## config.mk

```make
export PLATFORM = sky130hd
export DESIGN_NAME = ssef_ctrl
export DESIGN_NICKNAME = d
export VERILOG_FILES = /design/src/sv/ssef_pkg.sv /design/src/sv/ssef_ctrl.sv
export SDC_FILE = /design/constraint.sdc
export NUM_CORES = 1
export LEC_CHECK = 0
export ABC_AREA = 0
export BUFFER_PORTS_ARGS = -buffer_cell sky130_fd_sc_hd__buf_2
export CORE_AREA = 2 2 39 41
export DETAILED_ROUTE_END_ITERATION = 7
export DIE_AREA = 0 0 41 43
export HOLD_SLACK_MARGIN = 0.08
export PLACE_DENSITY_LB_ADDON = 0.3
export SLEW_MARGIN = 15
export SYNTH_ARGS = -nofsm -noshare
export SYNTH_HDL_FRONTEND = slang
export SYNTH_SLANG_ARGS = --single-unit
export TNS_END_PERCENT = 1
```

## constraint.sdc

```tcl
create_clock -name i_clk -period 1.2 [get_ports i_clk]
set_input_delay 0 -clock i_clk [delete_from_list [all_inputs] [get_ports i_clk]]
set_output_delay 0 -clock i_clk [all_outputs]
set_load 0.05 [all_outputs]
```

## src/sv/ssef_pkg.sv

```systemverilog
package ssef_pkg;

    localparam int RATE_ENTRIES_DEF  = 4096;
    localparam int COUNT_ENTRIES_DEF = 8192;

    localparam int CFG_IDX_W  = 3;
    localparam int CFG_DATA_W = 32;

    // register indexes
    localparam logic [CFG_IDX_W-1:0] REG_RATE_INTERVAL  = 3'd0;
    localparam logic [CFG_IDX_W-1:0] REG_ENABLE_FILE    = 3'd1;
    localparam logic [CFG_IDX_W-1:0] REG_ENABLE_NETWORK = 3'd2;
    localparam logic [CFG_IDX_W-1:0] REG_ENABLE_MEMORY  = 3'd3;
    localparam logic [CFG_IDX_W-1:0] REG_ENABLE_PROCESS = 3'd4;

    // syscall kinds
    localparam logic [3:0] KIND_OPEN    = 4'd0;
    localparam logic [3:0] KIND_OPENAT  = 4'd1;
    localparam logic [3:0] KIND_WRITE   = 4'd2;
    localparam logic [3:0] KIND_MMAP    = 4'd3;
    localparam logic [3:0] KIND_BRK     = 4'd4;
    localparam logic [3:0] KIND_CONNECT = 4'd5;
    localparam logic [3:0] KIND_BIND    = 4'd6;
    localparam logic [3:0] KIND_FORK    = 4'd7;
    localparam logic [3:0] KIND_CLONE   = 4'd8;

    // syscall numbers
    localparam logic [8:0] SYS_OPEN    = 9'd2;
    localparam logic [8:0] SYS_OPENAT  = 9'd257;
    localparam logic [8:0] SYS_WRITE   = 9'd1;
    localparam logic [8:0] SYS_MMAP    = 9'd9;
    localparam logic [8:0] SYS_BRK     = 9'd12;
    localparam logic [8:0] SYS_CONNECT = 9'd42;
    localparam logic [8:0] SYS_BIND    = 9'd49;
    localparam logic [8:0] SYS_FORK    = 9'd57;
    localparam logic [8:0] SYS_CLONE   = 9'd56;

    // categories
    localparam logic [2:0] CAT_FILE    = 3'd1;
    localparam logic [2:0] CAT_NETWORK = 3'd2;
    localparam logic [2:0] CAT_MEMORY  = 3'd3;
    localparam logic [2:0] CAT_PROCESS = 3'd4;

    // errno values
    localparam logic [31:0] ERR_NOENT  = 32'd2;
    localparam logic [31:0] ERR_IO     = 32'd5;
    localparam logic [31:0] ERR_AGAIN  = 32'd11;
    localparam logic [31:0] ERR_NOMEM  = 32'd12;
    localparam logic [31:0] ERR_ACCES  = 32'd13;
    localparam logic [31:0] ERR_MFILE  = 32'd24;
    localparam logic [31:0] ERR_NOSPC  = 32'd28;
    localparam logic [63:0] MMAP_ERR_LOW = 64'hFFFF_FFFF_FFFF_F001;

    typedef struct packed {
        logic        hit;
        logic [8:0]  sysno;
        logic [31:0] code;
        logic [2:0]  cat;
    } t_class;

    // controller to datapath
    typedef struct packed {
        logic load;
        logic idx_clr;
        logic rate_rd;
        logic rate_step;
        logic rate_upd;
        logic rate_ins;
        logic cnt_rd;
        logic cnt_step;
        logic cnt_upd;
        logic cnt_ins;
        logic emit;
    } t_cmd;

    // datapath to controller
    typedef struct packed {
        logic hit;
        logic rate_none;
        logic rate_match;
        logic rate_drop;
        logic rate_end;
        logic cnt_none;
        logic cnt_match;
        logic cnt_end;
    } t_stat;

    // en: {process, memory, network, file}
    function automatic t_class classify(input logic [3:0] kind, input logic [63:0] ret,
                                        input logic [3:0] en);
        t_class      c;
        logic        neg;
        logic [31:0] e;
        neg     = ret[63];
        e       = 32'd0 - ret[31:0];
        c.hit   = 1'b0;
        c.sysno = 9'd0;
        c.code  = ret[31:0];
        c.cat   = 3'd0;
        case (kind)
            KIND_OPEN: begin
                c.hit = en[0] && neg && (e == ERR_NOSPC || e == ERR_MFILE || e == ERR_ACCES);
                c.sysno = SYS_OPEN; c.cat = CAT_FILE;
            end
            KIND_OPENAT: begin
                c.hit = en[0] && neg && (e == ERR_NOSPC || e == ERR_MFILE ||
                                         e == ERR_ACCES || e == ERR_NOENT);
                c.sysno = SYS_OPENAT; c.cat = CAT_FILE;
            end
            KIND_WRITE: begin
                c.hit = en[0] && neg && (e == ERR_NOSPC || e == ERR_IO);
                c.sysno = SYS_WRITE; c.cat = CAT_FILE;
            end
            KIND_MMAP: begin
                c.hit = en[2] && (ret >= MMAP_ERR_LOW);
                c.sysno = SYS_MMAP; c.cat = CAT_MEMORY;
            end
            KIND_BRK: begin
                c.hit = en[2] && (ret == 64'd0);
                c.code = 32'd0 - ERR_NOMEM;
                c.sysno = SYS_BRK; c.cat = CAT_MEMORY;
            end
            KIND_CONNECT: begin
                c.hit = en[1] && neg;
                c.sysno = SYS_CONNECT; c.cat = CAT_NETWORK;
            end
            KIND_BIND: begin
                c.hit = en[1] && neg;
                c.sysno = SYS_BIND; c.cat = CAT_NETWORK;
            end
            KIND_FORK: begin
                c.hit = en[3] && neg && (e == ERR_AGAIN || e == ERR_NOMEM);
                c.sysno = SYS_FORK; c.cat = CAT_PROCESS;
            end
            KIND_CLONE: begin
                c.hit = en[3] && neg;
                c.sysno = SYS_CLONE; c.cat = CAT_PROCESS;
            end
            default: c.hit = 1'b0;
        endcase
        return c;
    endfunction

endpackage

```

## src/sv/ssef_ctrl.sv

```systemverilog
module ssef_ctrl
    import ssef_pkg::*;
(
    input  logic  i_clk,
    input  logic  i_rst_n,
    input  logic  i_start,
    input  t_stat i_stat,
    output t_cmd  o_cmd,
    output logic  o_busy
);

    typedef enum logic [2:0] {
        S_IDLE, S_CLASS, S_R_RD, S_R_CMP, S_C_START, S_C_RD, S_C_CMP, S_EMIT
    } t_state;

    t_state r_state, n_state;
    logic   r_busy, n_busy;

    always_comb begin
        o_cmd   = '0;
        n_state = r_state;
        case (r_state)
            S_IDLE: begin
                if (i_start) begin
                    o_cmd.load = 1'b1;
                    n_state    = S_CLASS;
                end
            end
            S_CLASS: begin
                o_cmd.idx_clr = 1'b1;
                if (!i_stat.hit) begin
                    n_state = S_IDLE;
                end else if (i_stat.rate_none) begin
                    o_cmd.rate_ins = 1'b1;
                    n_state        = S_C_START;
                end else begin
                    n_state = S_R_RD;
                end
            end
            S_R_RD: begin
                o_cmd.rate_rd = 1'b1;
                n_state       = S_R_CMP;
            end
            S_R_CMP: begin
                if (i_stat.rate_match) begin
                    if (i_stat.rate_drop) begin
                        n_state = S_IDLE;
                    end else begin
                        o_cmd.rate_upd = 1'b1;
                        n_state        = S_C_START;
                    end
                end else if (i_stat.rate_end) begin
                    o_cmd.rate_ins = 1'b1;
                    n_state        = S_C_START;
                end else begin
                    o_cmd.rate_step = 1'b1;
                    n_state         = S_R_RD;
                end
            end
            S_C_START: begin
                o_cmd.idx_clr = 1'b1;
                if (i_stat.cnt_none) begin
                    o_cmd.cnt_ins = 1'b1;
                    n_state       = S_EMIT;
                end else begin
                    n_state = S_C_RD;
                end
            end
            S_C_RD: begin
                o_cmd.cnt_rd = 1'b1;
                n_state      = S_C_CMP;
            end
            S_C_CMP: begin
                if (i_stat.cnt_match) begin
                    o_cmd.cnt_upd = 1'b1;
                    n_state       = S_EMIT;
                end else if (i_stat.cnt_end) begin
                    o_cmd.cnt_ins = 1'b1;
                    n_state       = S_EMIT;
                end else begin
                    o_cmd.cnt_step = 1'b1;
                    n_state        = S_C_RD;
                end
            end
            S_EMIT: begin
                o_cmd.emit = 1'b1;
                n_state    = S_IDLE;
            end
            default: n_state = S_IDLE;
        endcase
        n_busy = (n_state != S_IDLE);
    end

    always_ff @(posedge i_clk) begin
        if (!i_rst_n) begin
            r_state <= S_IDLE;
            r_busy  <= 1'b0;
        end else begin
            r_state <= n_state;
            r_busy  <= n_busy;
        end
    end

    assign o_busy = r_busy;

endmodule

```

==> results.sh <==
export IMPL_status="finished, violations left"
export IMPL_violations="setup timing"
export IMPL_crit_arrival_ns=1.23
export IMPL_grt_max_degree=14
export IMPL_rsz0062_at_grt="yes"
export IMPL_final_cell_mix="buf_2 (11), buf_4 (10), buf_6 (9), nor2_1 (6), nand2_1 (4)"
export IMPL_path_cells="or3_4, nor2_4, buf_6"
export IMPL_synth_top_area_share_pct=23.36
export IMPL_num_rows=14
export IMPL_synth_cell_types=23
export IMPL_drt_iter0_markers=6
export IMPL_clkLatencyLatePin_ns=0.23
export IMPL_grt_pass1_vias=425
export IMPL_p_int_mw=0.3049
export IMPL_swShare_pct=30.54
export IMPL_drt_total_wl_um=983
export IMPL_seqPwrFrac_pct=31.6
export IMPL_cts_sinks=4
export IMPL_yosysSeqAreaShare_pct=23.36
export IMPL_route_detailed_drc=0
export IMPL_cellPowerDensity_mw_per_mm2=655.7
export IMPL_drv_slew=0
export IMPL_r2r_start="r_state[0]"
export IMPL_holdPathStages=3
export IMPL_routedWlPerCell_um=10.24
export IMPL_r2r_setup_slack_ns=0.01
export IMPL_finClkSkew_ns=0.0006617
export IMPL_core_area_mm2=0.001384
export IMPL_timing_rr_end="o_busy"
export IMPL_antenna_found_initial=0
export IMPL_syn_nets=60
export IMPL_dpl_hpwl_um=680.1
export IMPL_n_antenna_cell=0
export IMPL_die_y_um=43
export IMPL_postSynthAreaPerCell_um2=6.997
export IMPL_p_comb_share_pct=30.3
export IMPL_timing_final_crit_share_pct=102.9
export IMPL_portBuffers=22
export IMPL_ios=23
export IMPL_die_x_um=41
export IMPL_period_minus_slack_ns=1.235
export IMPL_cap_violations=0
export IMPL_clk_path_buf_depth=2
export IMPL_synthToLayoutAreaGrowth_pct=95.26
export IMPL_final_nets=93
export IMPL_max_freq_mhz=810.0
export IMPL_initial_core_util_pct=24.77
export IMPL_final_layout_size_suffix_gt1_share_pct=56.25
export IMPL_synthesis_area_um2=342.8
export IMPL_final_hold_viol_count=0
export IMPL_synth_top_cells_by_area="dfxtp_1 (23%), nor2_1 (8.8%), nor4_4 (6.2%)"
export IMPL_place_ws_ns=0.02273
export IMPL_worstPathRequired_ns=1.20
export IMPL_clockPowerShare_pct=38.0
export IMPL_p_leak_nw=0.3123
export IMPL_cts_made_buffers=3
export IMPL_grt_first_pass_wirelength_mm=1.573
export IMPL_whs_endpoint="o_busy"
export IMPL_vdd_drop_max_uv=389.4
export IMPL_dr_pass1_iters=4
export IMPL_final_cells=96
export IMPL_ys_ff_latch=4
export IMPL_holdWs_ns=0.09540
export IMPL_switchingPower_mw=0.1340
export IMPL_fin_ws_ns=-0.03459
export IMPL_viasPerCell=4.906
export IMPL_rr_worst_depth=4
export IMPL_grt_use_total_pct=12.46
export IMPL_critPathLaunchType="register"
export IMPL_antenna_left=0
export IMPL_placed_cells=88
export IMPL_total_power_mw=0.4389
export IMPL_maxSlewHeadroom_pct=81.29
export IMPL_cpPeakStageDelay_ns=0.40
export IMPL_vias=471
export IMPL_path_max_fanout=6
export IMPL_cts_tree="yes"
export IMPL_ys_warn_count=0
export IMPL_grt_ovfl_total=0
export IMPL_tightest_slew_ns=0.2786
export IMPL_yosysTopAreaCell="dfxtp_1"
export IMPL_place_congestion=0.6975
export IMPL_die_area_mm2=0.001763
export IMPL_hp_start="i_start"
export IMPL_htreeDepth=1
export IMPL_setup_viol=2
export IMPL_cp_slowest_cell="or3_4"
export IMPL_cpLargestDelayFamily="simple AND/OR/NAND/NOR gates"
export IMPL_clkTransAtPathRegs_ns=0.04
export IMPL_syn_instance_count=49
export IMPL_cp_end_kind="primary output"
export IMPL_final_common_cell="buf_2"
export IMPL_hp_class="input pin to register"
export IMPL_path_class="register to primary output"
export IMPL_cp_num_buf_inv=1
export IMPL_ctsRootBufferMaster="clkbuf_4"
[sequential cells by signal, summed over array words and instances, names as in the netlist]
| name | flops |
|---|---|
| r_state | 3 |
| o_busy | 1 |
[what timing repair did]
action | in CTS | in global routing
resized for setup | 21 | 11
pin swaps | 3 | 1
cloned | 0 | 0
hold endpoints to repair | 4 | 0
hold buffers | 1 | 0
setup buffers | 4 | 0
endpoints found under the setup margin | 11 | 11
[power by group through the flow]
| stage | sequential [mW] | combinational [mW] | clock, mW |
|---|---|---|---|
| floorplan | 0.154 | 0.0587 | 0 |
| global placement | 0.149 | 0.103 | 0 |
| detailed placement | 0.148 | 0.103 | 0 |
| CTS | 0.139 | 0.128 | 0.172 |
| global route | 0.140 | 0.143 | 0.189 |
| finish | 0.139 | 0.133 | 0.167 |
[cells in the mapped netlist]
cell type	instances
nor2_1	8
nand2_1	5
dfxtp_1	4
a21oi_1	3
and3_1	3
and3b_1	2
buf_2	2
inv_1	2
nand3b_1	2
nor2b_1	2
nor3_1	2
o21ai_1	2
o22ai_1	2
a211oi_1	1
a31oi_1	1
buf_4	1
nand2b_1	1
nor3b_1	1
nor4_4	1
nor4b_1	1
o21ai_0	1
or3_1	1
xnor2_1	1
[stage by stage]
step	instance area [um^2]	TNS (ns)	utilization, %
6_report	669.4	-0.03741	48.37
5_1_grt	669.4	-0.3624	48.37
4_1_cts	644.4	-0.04661	46.56
3_5_place_dp	513.0	0	37.07
3_3_place_gp	513.0	0	37.07
2_1_floorplan	370.4	-0.6683	-
[layout make-up]
type	instances	area, um^2
Clock buffer	3	22.52
Fill cell	133	714.4
Inverter	2	7.507
Multi-Input combinational cell	40	286.5
Sequential cell	4	91.34
Tap cell	16	20.02
Timing Repair Buffer	31	241.5
[worst register-to-register path, delay by kind of cell, from the launching register on]
family          cells  cell delay (ns)
simple gates        1             0.40
flops               1             0.35
compound gates      2             0.15
buf+inv             1             0.15
[worst max-delay path by stage]
| stage | startpoint | endpoint | slack (ns) | cells after the start |
|---|---|---|---|---|
| 4_1_cts | r_state[0] | o_cmd[10] | -0.04 | 3 |
| 2_1_floorplan | r_state[2] | o_cmd[9] | -0.17 | 3 |
| 3_5_place_dp | r_state[2] | o_busy | 0.02 | 3 |
| 3_3_place_gp | r_state[2] | o_cmd[10] | 0.04 | 3 |
| 5_1_grt | r_state[0] | o_cmd[10] | -0.08 | 3 |
| 6_report | r_state[0] | o_cmd[10] | -0.03 | 3 |
[layer usage]
layer / up-vias / global-route usage, % / wire length [um]
met3: 0 / 3.141 / 55
met1: 221 / 14.19 / 427
met2: 15 / 21.25 / 499
met4: 0 / 4.000 / 0
met5: - / 0 / 0
li1: 235 / - / -
[kinds of logic (layout without fill, tap and decap cells)]
group	count (synthesis)	in the layout	share of synthesized area [%]
AOI/OAI and AO/OA	10	10	16.42
xor gates and xnor gates	1	1	2.555
buffers and inverters	5	36	7.301
DFF	4	4	23.36
and+or+nand+nor	29	29	50.37
Note: power is estimated with default switching activity, not from simulation.
